### src/hdl/saf_pkg.sv
// shared types and constants of the seasonal arma filter
`timescale 1ns / 1ps
`default_nettype none

package saf_pkg;

    localparam int SAMPLE_W   = 24;
    localparam int COEF_W     = 18;
    localparam int FRAC_W     = 16;
    localparam int NCOEF      = 4;
    localparam int TAP_W      = 2;
    localparam int CNT_W      = 3;
    localparam int ORDER_W    = 3;
    localparam int SEASON_W   = 5;
    localparam int OP_W       = 2;
    localparam int CFG_IDX_W  = 3;
    localparam int CFG_DATA_W = 18;
    localparam int PROD_W     = COEF_W + SAMPLE_W;
    localparam int ACC_W      = PROD_W + 4;

    localparam logic [OP_W-1:0] OP_FILTER = 2'd0;
    localparam logic [OP_W-1:0] OP_PUSH   = 2'd1;
    localparam logic [OP_W-1:0] OP_CLEAR  = 2'd2;

    localparam logic [CFG_IDX_W-1:0] REG_MA_MODE = 3'd0;
    localparam logic [CFG_IDX_W-1:0] REG_ORDER   = 3'd1;
    localparam logic [CFG_IDX_W-1:0] REG_SEASON  = 3'd2;
    localparam logic [CFG_IDX_W-1:0] REG_COEF_0  = 3'd3;
    localparam logic [CFG_IDX_W-1:0] REG_COEF_1  = 3'd4;
    localparam logic [CFG_IDX_W-1:0] REG_COEF_2  = 3'd5;
    localparam logic [CFG_IDX_W-1:0] REG_COEF_3  = 3'd6;

    localparam logic [SAMPLE_W-1:0] SAMPLE_MAX = 24'h7FFFFF;
    localparam logic [SAMPLE_W-1:0] SAMPLE_MIN = 24'h800000;

    typedef enum logic [3:0] {
        S_IDLE  = 4'b0001,
        S_ISSUE = 4'b0010,
        S_DRAIN = 4'b0100,
        S_FIN   = 4'b1000
    } t_state;

    typedef struct packed {
        logic             start;
        logic             issue;
        logic [TAP_W-1:0] tap;
        logic             push;
        logic             clear;
        logic             finish;
    } t_cmd;

    typedef struct packed {
        logic [CNT_W-1:0] n_taps;
        logic             busy;
        logic             out_free;
    } t_status;

endpackage

`default_nettype wire

### src/hdl/saf_in_if.sv
// input channel: operation and sample
`timescale 1ns / 1ps
`default_nettype none

interface saf_in_if;
    import saf_pkg::*;

    logic                       valid;
    logic                       ready;
    logic [OP_W-1:0]            operation;
    logic signed [SAMPLE_W-1:0] sample_value;

    modport source (output valid, output operation, output sample_value, input ready);
    modport sink   (input valid, input operation, input sample_value, output ready);
endinterface

`default_nettype wire

### src/hdl/saf_out_if.sv
// output channel: filtered value and saturation flag
`timescale 1ns / 1ps
`default_nettype none

interface saf_out_if;
    import saf_pkg::*;

    logic                       valid;
    logic                       ready;
    logic signed [SAMPLE_W-1:0] result_value;
    logic                       saturated;

    modport source (output valid, output result_value, output saturated, input ready);
    modport sink   (input valid, input result_value, input saturated, output ready);
endinterface

`default_nettype wire

### src/hdl/seasonal_arma_filter.sv
// top level of the seasonal autoregressive / moving average filter
`timescale 1ns / 1ps
`default_nettype none

// Streams Q7.16 samples through a seasonal AR or MA operator with up to four
// Q1.16 coefficients at lags season, 2*season, and so on. A filter transaction
// gives one rounded, saturated result; push and clear transactions update the
// history and give none. In a filter transaction one shared multiplier walks
// the history taps in use through the single read port of the history
// memory, then the sum is rounded, and the result, or in MA mode the input
// sample, is written back. Results sit in an output register, so the next
// transaction is taken while a result still waits. History holds TAPS*MAX_SEASON
// entries and a fill mark beside the write pointer, so reset and clear take
// effect at once.
module seasonal_arma_filter #(
    parameter int TAPS       = 4,
    parameter int MAX_SEASON = 16
) (
    input  wire logic                              i_clk,
    input  wire logic                              i_rst_n,
    input  wire logic                              i_cfg_we,
    input  wire logic [saf_pkg::CFG_IDX_W-1:0]     i_cfg_idx,
    input  wire logic [saf_pkg::CFG_DATA_W-1:0]    i_cfg_data,
    saf_in_if.sink                                 i_in,
    saf_out_if.source                              o_out
);
    import saf_pkg::*;

    t_cmd    w_cmd;
    t_status w_status;

    saf_ctrl u_ctrl (
        .i_clk    (i_clk),
        .i_rst_n  (i_rst_n),
        .i_valid  (i_in.valid),
        .o_ready  (i_in.ready),
        .i_op     (i_in.operation),
        .i_status (w_status),
        .o_cmd    (w_cmd)
    );

    saf_dp #(
        .TAPS       (TAPS),
        .MAX_SEASON (MAX_SEASON)
    ) u_dp (
        .i_clk       (i_clk),
        .i_rst_n     (i_rst_n),
        .i_cfg_we    (i_cfg_we),
        .i_cfg_idx   (i_cfg_idx),
        .i_cfg_data  (i_cfg_data),
        .i_cmd       (w_cmd),
        .o_status    (w_status),
        .i_sample    (i_in.sample_value),
        .o_out_vld   (o_out.valid),
        .i_out_rdy   (o_out.ready),
        .o_result    (o_out.result_value),
        .o_saturated (o_out.saturated)
    );
endmodule

`default_nettype wire

### src/hdl/saf_ram.sv
// generic single-write single-read ram with registered read
`timescale 1ns / 1ps
`default_nettype none

module saf_ram #(
    parameter int WIDTH = 24,
    parameter int DEPTH = 64,
    localparam int AW   = (DEPTH > 1) ? $clog2(DEPTH) : 1
) (
    input  wire logic               i_clk,
    input  wire logic               i_we,
    input  wire logic [AW-1:0]      i_waddr,
    input  wire logic [WIDTH-1:0]   i_wdata,
    input  wire logic [AW-1:0]      i_raddr,
    output logic      [WIDTH-1:0]   o_rdata
);
    logic [WIDTH-1:0] r_mem [DEPTH];

    always_ff @(posedge i_clk) begin
        if (i_we) begin
            r_mem[i_waddr] <= i_wdata;
        end
        o_rdata <= r_mem[i_raddr];
    end
endmodule

`default_nettype wire

### src/hdl/saf_ctrl.sv
// controller state machine of the seasonal arma filter
`timescale 1ns / 1ps
`default_nettype none

module saf_ctrl (
    input  wire logic                     i_clk,
    input  wire logic                     i_rst_n,
    input  wire logic                     i_valid,
    output logic                          o_ready,
    input  wire logic [saf_pkg::OP_W-1:0] i_op,
    input  wire saf_pkg::t_status         i_status,
    output saf_pkg::t_cmd                 o_cmd
);
    import saf_pkg::*;

    t_state           r_state, n_state;
    logic [CNT_W-1:0] r_cnt, n_cnt;

    always_ff @(posedge i_clk) begin
        if (!i_rst_n) begin
            r_state <= S_IDLE;
            r_cnt   <= '0;
        end else begin
            r_state <= n_state;
            r_cnt   <= n_cnt;
        end
    end

    always_comb begin
        n_state = r_state;
        n_cnt   = r_cnt;
        o_ready = 1'b0;
        o_cmd   = '0;
        o_cmd.tap = TAP_W'(r_cnt);
        case (r_state)
            S_IDLE: begin
                o_ready = 1'b1;
                if (i_valid) begin
                    case (i_op)
                        OP_FILTER: begin
                            o_cmd.start = 1'b1;
                            n_cnt       = '0;
                            n_state     = (i_status.n_taps == '0) ? S_DRAIN : S_ISSUE;
                        end
                        OP_PUSH:  o_cmd.push  = 1'b1;
                        OP_CLEAR: o_cmd.clear = 1'b1;
                        default:  ;
                    endcase
                end
            end
            S_ISSUE: begin
                o_cmd.issue = 1'b1;
                if (r_cnt == CNT_W'(i_status.n_taps - 1'b1)) begin
                    n_state = S_DRAIN;
                end else begin
                    n_cnt = r_cnt + 1'b1;
                end
            end
            S_DRAIN: begin
                if (!i_status.busy) begin
                    n_state = S_FIN;
                end
            end
            S_FIN: begin
                if (i_status.out_free) begin
                    o_cmd.finish = 1'b1;
                    n_state      = S_IDLE;
                end
            end
            default: n_state = S_IDLE;
        endcase
    end
endmodule

`default_nettype wire

### src/hdl/saf_dp.sv
// datapath: config registers, history, multiply-accumulate, rounding, output register
`timescale 1ns / 1ps
`default_nettype none

module saf_dp #(
    parameter int TAPS       = 4,
    parameter int MAX_SEASON = 16
) (
    input  wire logic                                i_clk,
    input  wire logic                                i_rst_n,
    input  wire logic                                i_cfg_we,
    input  wire logic [saf_pkg::CFG_IDX_W-1:0]       i_cfg_idx,
    input  wire logic [saf_pkg::CFG_DATA_W-1:0]      i_cfg_data,
    input  wire saf_pkg::t_cmd                       i_cmd,
    output saf_pkg::t_status                         o_status,
    input  wire logic signed [saf_pkg::SAMPLE_W-1:0] i_sample,
    output logic                                     o_out_vld,
    input  wire logic                                i_out_rdy,
    output logic signed [saf_pkg::SAMPLE_W-1:0]      o_result,
    output logic                                     o_saturated
);
    import saf_pkg::*;

    localparam int DEPTH  = TAPS * MAX_SEASON;
    localparam int PTR_W  = (DEPTH > 1) ? $clog2(DEPTH) : 1;
    localparam int LAG_W  = $clog2(DEPTH + 1);
    localparam int MS_W   = $clog2(MAX_SEASON + 1);
    localparam int CMP_W  = ((MS_W > SEASON_W) ? MS_W : SEASON_W) + 1;
    localparam int NMAX   = (TAPS < NCOEF) ? TAPS : NCOEF;
    localparam int RND_W  = ACC_W - FRAC_W;
    localparam int HI_W   = ACC_W - FRAC_W - SAMPLE_W + 1;

    // configuration
    logic                     r_ma_mode;
    logic [ORDER_W-1:0]       r_order;
    logic [SEASON_W-1:0]      r_season;
    logic signed [COEF_W-1:0] r_coef [NCOEF];

    always_ff @(posedge i_clk) begin
        if (!i_rst_n) begin
            r_ma_mode <= 1'b0;
            r_order   <= '0;
            r_season  <= SEASON_W'(1);
            for (int k = 0; k < NCOEF; k++) begin
                r_coef[k] <= '0;
            end
        end else if (i_cfg_we) begin
            case (i_cfg_idx)
                REG_MA_MODE: r_ma_mode <= i_cfg_data[0];
                REG_ORDER:   r_order   <= i_cfg_data[ORDER_W-1:0];
                REG_SEASON:  r_season  <= i_cfg_data[SEASON_W-1:0];
                REG_COEF_0:  r_coef[0] <= i_cfg_data[COEF_W-1:0];
                REG_COEF_1:  r_coef[1] <= i_cfg_data[COEF_W-1:0];
                REG_COEF_2:  r_coef[2] <= i_cfg_data[COEF_W-1:0];
                REG_COEF_3:  r_coef[3] <= i_cfg_data[COEF_W-1:0];
                default: ;
            endcase
        end
    end

    // effective season and tap count
    logic [CMP_W-1:0] w_season_ext;
    logic [MS_W-1:0]  w_s;
    logic [CNT_W-1:0] w_n;

    always_comb begin
        w_season_ext = CMP_W'(r_season);
        if (r_season == '0) begin
            w_s = MS_W'(1);
        end else if (w_season_ext > CMP_W'(MAX_SEASON)) begin
            w_s = MS_W'(MAX_SEASON);
        end else begin
            w_s = MS_W'(w_season_ext);
        end
        w_n = (r_order > CNT_W'(NMAX)) ? CNT_W'(NMAX) : CNT_W'(r_order);
    end

    // history addressing
    logic [PTR_W-1:0]  r_wp;
    logic              r_full;
    logic [LAG_W-1:0]  r_lag;
    logic [LAG_W:0]    w_wp_ext;
    logic [PTR_W-1:0]  w_raddr;
    logic              w_we;
    logic [SAMPLE_W-1:0] w_wdata;
    logic [SAMPLE_W-1:0] w_rdata;

    always_comb begin
        w_wp_ext = (LAG_W + 1)'(r_wp);
        if (w_wp_ext >= (LAG_W + 1)'(r_lag)) begin
            w_raddr = PTR_W'(w_wp_ext - (LAG_W + 1)'(r_lag));
        end else begin
            w_raddr = PTR_W'(w_wp_ext + (LAG_W + 1)'(DEPTH) - (LAG_W + 1)'(r_lag));
        end
    end

    saf_ram #(
        .WIDTH (SAMPLE_W),
        .DEPTH (DEPTH)
    ) u_hist (
        .i_clk   (i_clk),
        .i_we    (w_we),
        .i_waddr (r_wp),
        .i_wdata (w_wdata),
        .i_raddr (w_raddr),
        .o_rdata (w_rdata)
    );

    // rounding and saturation
    logic signed [ACC_W-1:0]    r_acc;
    logic signed [SAMPLE_W-1:0] r_x;
    logic [ACC_W-1:0]           w_sum;
    logic [RND_W-1:0]           w_rnd;
    logic [HI_W-1:0]            w_hi;
    logic                       w_sat_hi, w_sat_lo;
    logic [SAMPLE_W-1:0]        w_res;

    always_comb begin
        w_sum    = r_acc + ACC_W'(1 << (FRAC_W - 1));
        w_rnd    = w_sum[ACC_W-1:FRAC_W];
        w_hi     = w_rnd[RND_W-1:SAMPLE_W-1];
        w_sat_hi = !w_rnd[RND_W-1] && (w_hi != '0);
        w_sat_lo = w_rnd[RND_W-1] && (w_hi != '1);
        if (w_sat_hi) begin
            w_res = SAMPLE_MAX;
        end else if (w_sat_lo) begin
            w_res = SAMPLE_MIN;
        end else begin
            w_res = w_rnd[SAMPLE_W-1:0];
        end
        w_we    = i_cmd.push || i_cmd.finish;
        w_wdata = i_cmd.push ? i_sample : (r_ma_mode ? r_x : w_res);
    end

    // entries below the write pointer, or all once it has wrapped, hold written data
    always_ff @(posedge i_clk) begin
        if (!i_rst_n) begin
            r_wp   <= '0;
            r_full <= 1'b0;
        end else if (i_cmd.clear) begin
            r_wp   <= '0;
            r_full <= 1'b0;
        end else if (w_we) begin
            if (r_wp == PTR_W'(DEPTH - 1)) begin
                r_wp   <= '0;
                r_full <= 1'b1;
            end else begin
                r_wp <= r_wp + 1'b1;
            end
        end
    end

    // multiply-accumulate pipeline
    logic                     r_s1_vld, r_s2_vld;
    logic                     r_s1_hit;
    logic [TAP_W-1:0]         r_s1_tap;
    logic signed [PROD_W-1:0] r_prod;
    logic signed [SAMPLE_W-1:0] w_hval;

    assign w_hval = r_s1_hit ? w_rdata : '0;

    always_ff @(posedge i_clk) begin
        if (!i_rst_n) begin
            r_s1_vld <= 1'b0;
            r_s2_vld <= 1'b0;
        end else begin
            r_s1_vld <= i_cmd.issue;
            r_s2_vld <= r_s1_vld;
        end
    end

    always_ff @(posedge i_clk) begin
        r_s1_hit <= r_full || (w_raddr < r_wp);
        r_s1_tap <= i_cmd.tap;
        r_prod   <= r_coef[r_s1_tap] * w_hval;
        if (i_cmd.start) begin
            r_x   <= i_sample;
            r_lag <= LAG_W'(w_s);
            r_acc <= {{(ACC_W - SAMPLE_W - FRAC_W){i_sample[SAMPLE_W-1]}}, i_sample,
                      {FRAC_W{1'b0}}};
        end else begin
            if (i_cmd.issue) begin
                r_lag <= r_lag + LAG_W'(w_s);
            end
            if (r_s2_vld) begin
                r_acc <= r_ma_mode ? r_acc - ACC_W'(r_prod) : r_acc + ACC_W'(r_prod);
            end
        end
    end

    // output register
    always_ff @(posedge i_clk) begin
        if (!i_rst_n) begin
            o_out_vld <= 1'b0;
        end else if (i_cmd.finish) begin
            o_out_vld <= 1'b1;
        end else if (i_out_rdy) begin
            o_out_vld <= 1'b0;
        end
    end

    always_ff @(posedge i_clk) begin
        if (i_cmd.finish) begin
            o_result    <= w_res;
            o_saturated <= w_sat_hi || w_sat_lo;
        end
    end

    always_comb begin
        o_status.n_taps   = w_n;
        o_status.busy     = r_s1_vld || r_s2_vld;
        o_status.out_free = !o_out_vld || i_out_rdy;
    end
endmodule

`default_nettype wire
### src/flat_wrapper.sv
// flat-port wrapper written by rule: the top's interface ports become plain ports
module seasonal_arma_filter_flat import saf_pkg::*;
#(
    parameter int TAPS       = 4,
    parameter int MAX_SEASON = 16
)
  (i_clk, i_rst_n, i_cfg_we, i_cfg_idx, i_cfg_data, i_in_valid, i_in_operation, i_in_sample_value, i_in_ready, o_out_valid, o_out_result_value, o_out_saturated, o_out_ready);
  saf_in_if i_in_i ();
  saf_out_if o_out_i ();
  input  wire logic i_clk;
  input  wire logic i_rst_n;
  input  wire logic i_cfg_we;
  input  wire logic [saf_pkg::CFG_IDX_W-1:0] i_cfg_idx;
  input  wire logic [saf_pkg::CFG_DATA_W-1:0] i_cfg_data;
  input wire logic [$bits(i_in_i.valid)-1:0] i_in_valid;
  input wire logic [$bits(i_in_i.operation)-1:0] i_in_operation;
  input wire logic [$bits(i_in_i.sample_value)-1:0] i_in_sample_value;
  output wire logic [$bits(i_in_i.ready)-1:0] i_in_ready;
  output wire logic [$bits(o_out_i.valid)-1:0] o_out_valid;
  output wire logic [$bits(o_out_i.result_value)-1:0] o_out_result_value;
  output wire logic [$bits(o_out_i.saturated)-1:0] o_out_saturated;
  input wire logic [$bits(o_out_i.ready)-1:0] o_out_ready;
  assign i_in_i.valid = i_in_valid;
  assign i_in_i.operation = i_in_operation;
  assign i_in_i.sample_value = i_in_sample_value;
  assign i_in_ready = i_in_i.ready;
  assign o_out_valid = o_out_i.valid;
  assign o_out_result_value = o_out_i.result_value;
  assign o_out_saturated = o_out_i.saturated;
  assign o_out_i.ready = o_out_ready;
  seasonal_arma_filter #(.TAPS(TAPS), .MAX_SEASON(MAX_SEASON)) u_core (.i_clk(i_clk), .i_rst_n(i_rst_n), .i_cfg_we(i_cfg_we), .i_cfg_idx(i_cfg_idx), .i_cfg_data(i_cfg_data), .i_in(i_in_i), .o_out(o_out_i));
endmodule
### config.mk
export PLATFORM = sky130hd
export DESIGN_NAME = seasonal_arma_filter_flat
export DESIGN_NICKNAME = d
export VERILOG_FILES = /design/src/hdl/saf_pkg.sv /design/src/hdl/saf_in_if.sv /design/src/hdl/saf_out_if.sv /design/src/hdl/seasonal_arma_filter.sv /design/src/hdl/saf_ram.sv /design/src/hdl/saf_ctrl.sv /design/src/hdl/saf_dp.sv /design/src/flat_wrapper.sv
export SDC_FILE = /design/constraint.sdc
export NUM_CORES = 2
export LEC_CHECK = 0
export ABC_AREA = 0
export CORE_MARGIN = 5
export CORE_UTILIZATION = 45
export CTS_CLUSTER_SIZE = 24
export DETAILED_ROUTE_END_ITERATION = 10
export DONT_BUFFER_PORTS = 1
export GPL_TIMING_DRIVEN = 0
export SETUP_SLACK_MARGIN = 0.02
export SYNTH_ARGS = -nofsm -noshare
export SYNTH_HDL_FRONTEND = slang
export SYNTH_SLANG_ARGS = --single-unit
### constraint.sdc
create_clock -name i_clk -period 9.6 [get_ports i_clk]
set_input_delay 1.92 -clock i_clk [delete_from_list [all_inputs] [get_ports i_clk]]
set_output_delay 1.92 -clock i_clk [all_outputs]
set_load 0.005 [all_outputs]
==> metrics.sh <==
OUTCOME='complete, no violations'
UTILIZATION=0.5118
REQUIRED_NS=10.34
DETAILED_PLACE.AREA_UM2=93750
WORST_SKEW_PAIR.LATE_LATENCY_NS=0.84
ROUTABILITYCONGESTION=1.037
FINALCRITPERIODSHARE=0.9466
CORE_AREA_UM2=195000
RSZ0062_AT_GRT='no'
TIGHTEST_SLEW_NS=1.366
GLOBALROUTETOTALUTIL=0.2374
CP_COMMON_CELL='sky130_fd_sc_hd__fa_1'
POWER_DENSITY_nW_PER_UM2=205.8
GRT_MAX_DEGREE=65
WIRELENGTH_UM=243000
DOMINANT_COMBINATIONAL_CELL_FAMILY_BY_AREA_AFTER_SYNTHESIS='multiplexers'
GRT_FIRST_PASS_WIRELENGTH_UM=351800
AREA.GROWTH.SYNTH_TO_FINAL_PCT=13.05
VDD.IR_DROP.WORST_mV=0.2001
CRITPATHMAXFANOUT=10
HOLD_BUFFERS=0
CRIT_PATH_START_KIND='register'
CLOCK_TRANSITION_AT_PATH_REGS_NS=0.06
HOLD_PATH_CLASS='reg2reg'
MAX-SLEW-MARGIN-REL=0.08329
ASYNC_RESET_FF_FRAC=0
WORST_R2R_PATH_DEPTH=26
SYNTH-EDFF-COUNT=1692
SYNTH-COMPOUND-AREA-SHARE=0.03312
SYNTH.DISTINCT_CELLS=75
CRITPATHSLOWESTCELL='sky130_fd_sc_hd__clkbuf_1'
SEQ_CELLS_POST_SYNTH=1804
FMAX_MHz=110.0
P_LEAK_nW=34.49
NNETSFINAL=6441
REPORT.FINAL.SETUP_VIOL=0
SYNTHSIMPLEGATEAREAFRAC=0.06072
WHS_PATH_DEPTH=0
SYNTH_NETS=6178
GRT_TOTAL_OVFL=0
NUMCTSBUFFERS=183
FIRST_ITER_VIOLATIONS=5326
TIMING.FINAL.MAX_SLEW_VIOLATIONS=0
DP_HPWL_UM=172400
DIE_HEIGHT_UM=452.9
PRE_ANTENNA_DRT_ITERS=5
DRIVE_ABOVE_1_SHARE=0.1638
FP.DIEW_UM=452.9
POST_SYNTH_XOR_AREA_FRACTION=0.01566
POST_SYNTH_INSTANCE_AREA_UM2=88270
INITIAL_UTILIZATION=0.4527
SYNTHFLOPTYPE='sky130_fd_sc_hd__edfxtp_1'
MIN_PERIOD_NS=9.088
ANTENNA_VIOLATING_NETS_POST_ROUTE=0
IO_PINS=79
FLOORPLAN.ROWS=162
FINALHOLDVIOLCOUNT=0
CRITICAL-PATH-MAX-STAGE-DELAY_NS=0.74
DESIGN.DIE.AREA_UM2=205100
WORSTPATHBUFFERINVERTERCOUNT=7
TRITONCTS='yes'
SYNTH_SEQUENTIAL_AREA_RATIO=0.6010
WORST_PATH_DOMINANT_CELL_FAMILY='adder cells'
ROUTEDWLPERCELL_UM=28.36
CTS_SINKS=1804
DRV.MAX_CAP_VIOLATION_COUNT=0
SYNTH_FA_HA_AREA_FRAC=0.1214
GRT_ANTENNA_BEFORE_REPAIR=9
CLOCK_PATH_BUFFERS=3
CTS-ROOT-BUF='sky130_fd_sc_hd__clkbuf_16'
POST_SYNTH.CELL_AREA_AVG_UM2=15.97
PLACE.PORT_BUFFERS=0
CRITICALPATHCATEGORY='reg2reg'
FINALINSTANCEAREA_UM2=99790
SYNTH_WARNINGS=0
WORST-PATH-STAGES=26
VIAS=49362
POST_SYNTH_INST_COUNT=5526
TIMING.CRITICAL_PATH.ARRIVAL_NS=9.83
VIAS_PER_CELL=5.763
CTS.HTREE.LEVELS=4
DETAIL_ROUTE.DRC_VIOLATIONS=0
FINALCLOCKSKEW_NS=0.09539
TIMING.CRITICAL_PATH.TO_TYPE='register'
SYNTHMUXAREASHARE=0.1342
NUMBER_OF_GLOBAL_ROUTE_VIAS_BEFORE_REPAIR=50130
[routing by layer]
metal  global-route usage  share of wire  vias up
met3              0.03802          0.070      421
li1                     -              -    20915
met1               0.3296           0.41    26059
met5                    0              0        -
met2               0.3816           0.48     1967
met4              0.08909          0.042        0
[cell type report]
cell class | count | area, um2
repair buffers | 78 | 1554
multi-input cells | 2932 | 32880
diodes | 2 | 5.005
flip-flops and latches | 1804 | 53050
clock buffers | 229 | 4826
well taps | 2624 | 3283
plain buffers | 248 | 963.4
clock inverters | 107 | 1190
inverters | 542 | 2034
fillers | 16066 | 95200
[cell usage after synthesis, types with 8 or more instances]
cell / n / area [um2]
sky130_fd_sc_hd__a211oi_1: 48 / 360.4
sky130_fd_sc_hd__a21o_1: 45 / 337.8
sky130_fd_sc_hd__a21oi_1: 161 / 805.8
sky130_fd_sc_hd__a31oi_1: 16 / 100.1
sky130_fd_sc_hd__and2_1: 138 / 863.3
sky130_fd_sc_hd__and3_1: 21 / 131.4
sky130_fd_sc_hd__and4_1: 8 / 70.07
sky130_fd_sc_hd__buf_1: 29 / 108.9
sky130_fd_sc_hd__buf_2: 15 / 75.07
sky130_fd_sc_hd__clkbuf_1: 202 / 758.2
sky130_fd_sc_hd__dfxtp_1: 112 / 2242
sky130_fd_sc_hd__edfxtp_1: 1692 / 50810
sky130_fd_sc_hd__fa_1: 428 / 8568
sky130_fd_sc_hd__ha_1: 172 / 2152
sky130_fd_sc_hd__inv_1: 540 / 2027
sky130_fd_sc_hd__mux2_2: 15 / 168.9
sky130_fd_sc_hd__mux2i_1: 66 / 660.6
sky130_fd_sc_hd__mux4_2: 489 / 11010
sky130_fd_sc_hd__nand2_1: 408 / 1531
sky130_fd_sc_hd__nand2b_1: 25 / 156.4
sky130_fd_sc_hd__nand3_1: 61 / 305.3
sky130_fd_sc_hd__nand4_1: 18 / 112.6
sky130_fd_sc_hd__nor2_1: 293 / 1100
sky130_fd_sc_hd__nor2b_1: 51 / 319.1
sky130_fd_sc_hd__nor3_1: 32 / 160.2
sky130_fd_sc_hd__nor3b_1: 19 / 142.6
sky130_fd_sc_hd__nor4_1: 10 / 62.56
sky130_fd_sc_hd__o21a_1: 36 / 270.3
sky130_fd_sc_hd__o21ai_0: 92 / 460.4
sky130_fd_sc_hd__o21bai_1: 12 / 90.09
sky130_fd_sc_hd__or2_2: 10 / 62.56
sky130_fd_sc_hd__or3_1: 10 / 62.56
sky130_fd_sc_hd__xnor2_1: 114 / 998.5
sky130_fd_sc_hd__xor2_1: 42 / 367.9
[layout by cell type, fill, tap and decap left out, types with 17 or more instances in the layout]
| cell | synthesis | layout |
|---|---|---|
| sky130_fd_sc_hd__clkinv_2 | 0 | 25 |
| sky130_fd_sc_hd__a21o_1 | 45 | 45 |
| sky130_fd_sc_hd__clkbuf_16 | 0 | 186 |
| sky130_fd_sc_hd__nor2b_1 | 51 | 50 |
| sky130_fd_sc_hd__mux2i_1 | 66 | 66 |
| sky130_fd_sc_hd__and2_1 | 138 | 138 |
| sky130_fd_sc_hd__o21a_1 | 36 | 20 |
| sky130_fd_sc_hd__xor2_1 | 42 | 42 |
| sky130_fd_sc_hd__a21oi_1 | 161 | 161 |
| sky130_fd_sc_hd__bufinv_16 | 0 | 17 |
| sky130_fd_sc_hd__clkinv_1 | 2 | 46 |
| sky130_fd_sc_hd__fa_1 | 428 | 428 |
| sky130_fd_sc_hd__mux4_2 | 489 | 489 |
| sky130_fd_sc_hd__nor2_1 | 293 | 232 |
| sky130_fd_sc_hd__nand3_1 | 61 | 58 |
| sky130_fd_sc_hd__and3_1 | 21 | 21 |
| sky130_fd_sc_hd__buf_1 | 29 | 28 |
| sky130_fd_sc_hd__nand2b_1 | 25 | 25 |
| sky130_fd_sc_hd__a211oi_1 | 48 | 48 |
| sky130_fd_sc_hd__inv_1 | 540 | 540 |
| sky130_fd_sc_hd__nor2_4 | 0 | 61 |
| sky130_fd_sc_hd__xnor2_1 | 114 | 114 |
| sky130_fd_sc_hd__dfxtp_1 | 112 | 112 |
| sky130_fd_sc_hd__nor3b_1 | 19 | 19 |
| sky130_fd_sc_hd__nand4_1 | 18 | 18 |
| sky130_fd_sc_hd__clkbuf_1 | 202 | 241 |
| sky130_fd_sc_hd__buf_12 | 0 | 35 |
| sky130_fd_sc_hd__buf_16 | 0 | 25 |
| sky130_fd_sc_hd__o21ai_0 | 92 | 82 |
| sky130_fd_sc_hd__nor3_1 | 32 | 31 |
| sky130_fd_sc_hd__edfxtp_1 | 1692 | 1692 |
| sky130_fd_sc_hd__ha_1 | 172 | 172 |
| sky130_fd_sc_hd__nand2_1 | 408 | 408 |
[cells by family after synthesis]
family | count (synthesis)
AOI/OAI and AO/OA | 470
adders and majority gates | 600
buffers and inverters | 790
muxes | 570
and+or+nand+nor | 1135
DFF | 1804
xor gates and xnor gates | 157
[repair_timing]
action,in CTS,in global routing
buffers inserted,0,0
gates resized for setup,2,6
setup endpoints to repair,9,7
[path summary, 6_finish.rpt]
kind / start / to / slack, ns
setup / recovery: register / u_core.u_dp.r_prod[40] / 0.51
hold / removal: u_core.u_ctrl.r_cnt[1] / register / 0.40
setup reg to reg: register / u_core.u_dp.r_prod[40] / 0.51
hold reg to reg: u_core.u_ctrl.r_cnt[1] / register / 0.40
[report_power, final]
part | leakage, nW | internal, mW | total [mW] | switching, mW
Clock | 2.90 | 4.05 | 7.12 | 3.06
Combinational | 15.4 | 1.67 | 4.34 | 2.67
Sequential | 16.2 | 8.91 | 9.08 | 0.171
[state kept, by name (all words and copies together) (netlist names), named ones only]
signal                      count
u_core.u_dp.r_wp                6
u_core.u_dp.r_s1_hit            1
u_core.u_dp.o_out_vld           1
u_core.u_dp.r_s2_vld            1
u_core.u_ctrl.r_cnt             3
u_core.u_dp.r_full              1
u_core.u_dp.o_saturated         1
u_core.u_dp.r_s1_vld            1
u_core.u_dp.r_lag               6
u_core.u_dp.r_order             3
u_core.u_dp.r_coef             72
u_core.u_ctrl.r_state           4
u_core.u_dp.u_hist.r_mem     1536
u_core.u_dp.r_acc              46
u_core.u_dp.u_hist.o_rdata     24
u_core.u_dp.o_result           24
u_core.u_dp.r_prod             42
u_core.u_dp.r_x                24
u_core.u_dp.r_season            5
u_core.u_dp.r_ma_mode           1
[through the flow]
stage / hold WS (ns) / setup slack, ns / power [mW] / std cells / setup TNS [ns]
final: 0.4041 / 0.5123 / 20.54 / 8566 / 0
after global placement: 0.4010 / -1.329 / 13.52 / 8150 / -190.47
after detailed placement: 0.4041 / -0.3231 / 13.57 / 8228 / -1.725
after global routing: 0.4273 / 0.1163 / 21.37 / 8565 / 0
after CTS: 0.4070 / 0.1907 / 20.65 / 8564 / 0
after floorplan: 0.3787 / 2.074 / 12.08 / 5526 / 0
Note: power is estimated with default switching activity, not from simulation.
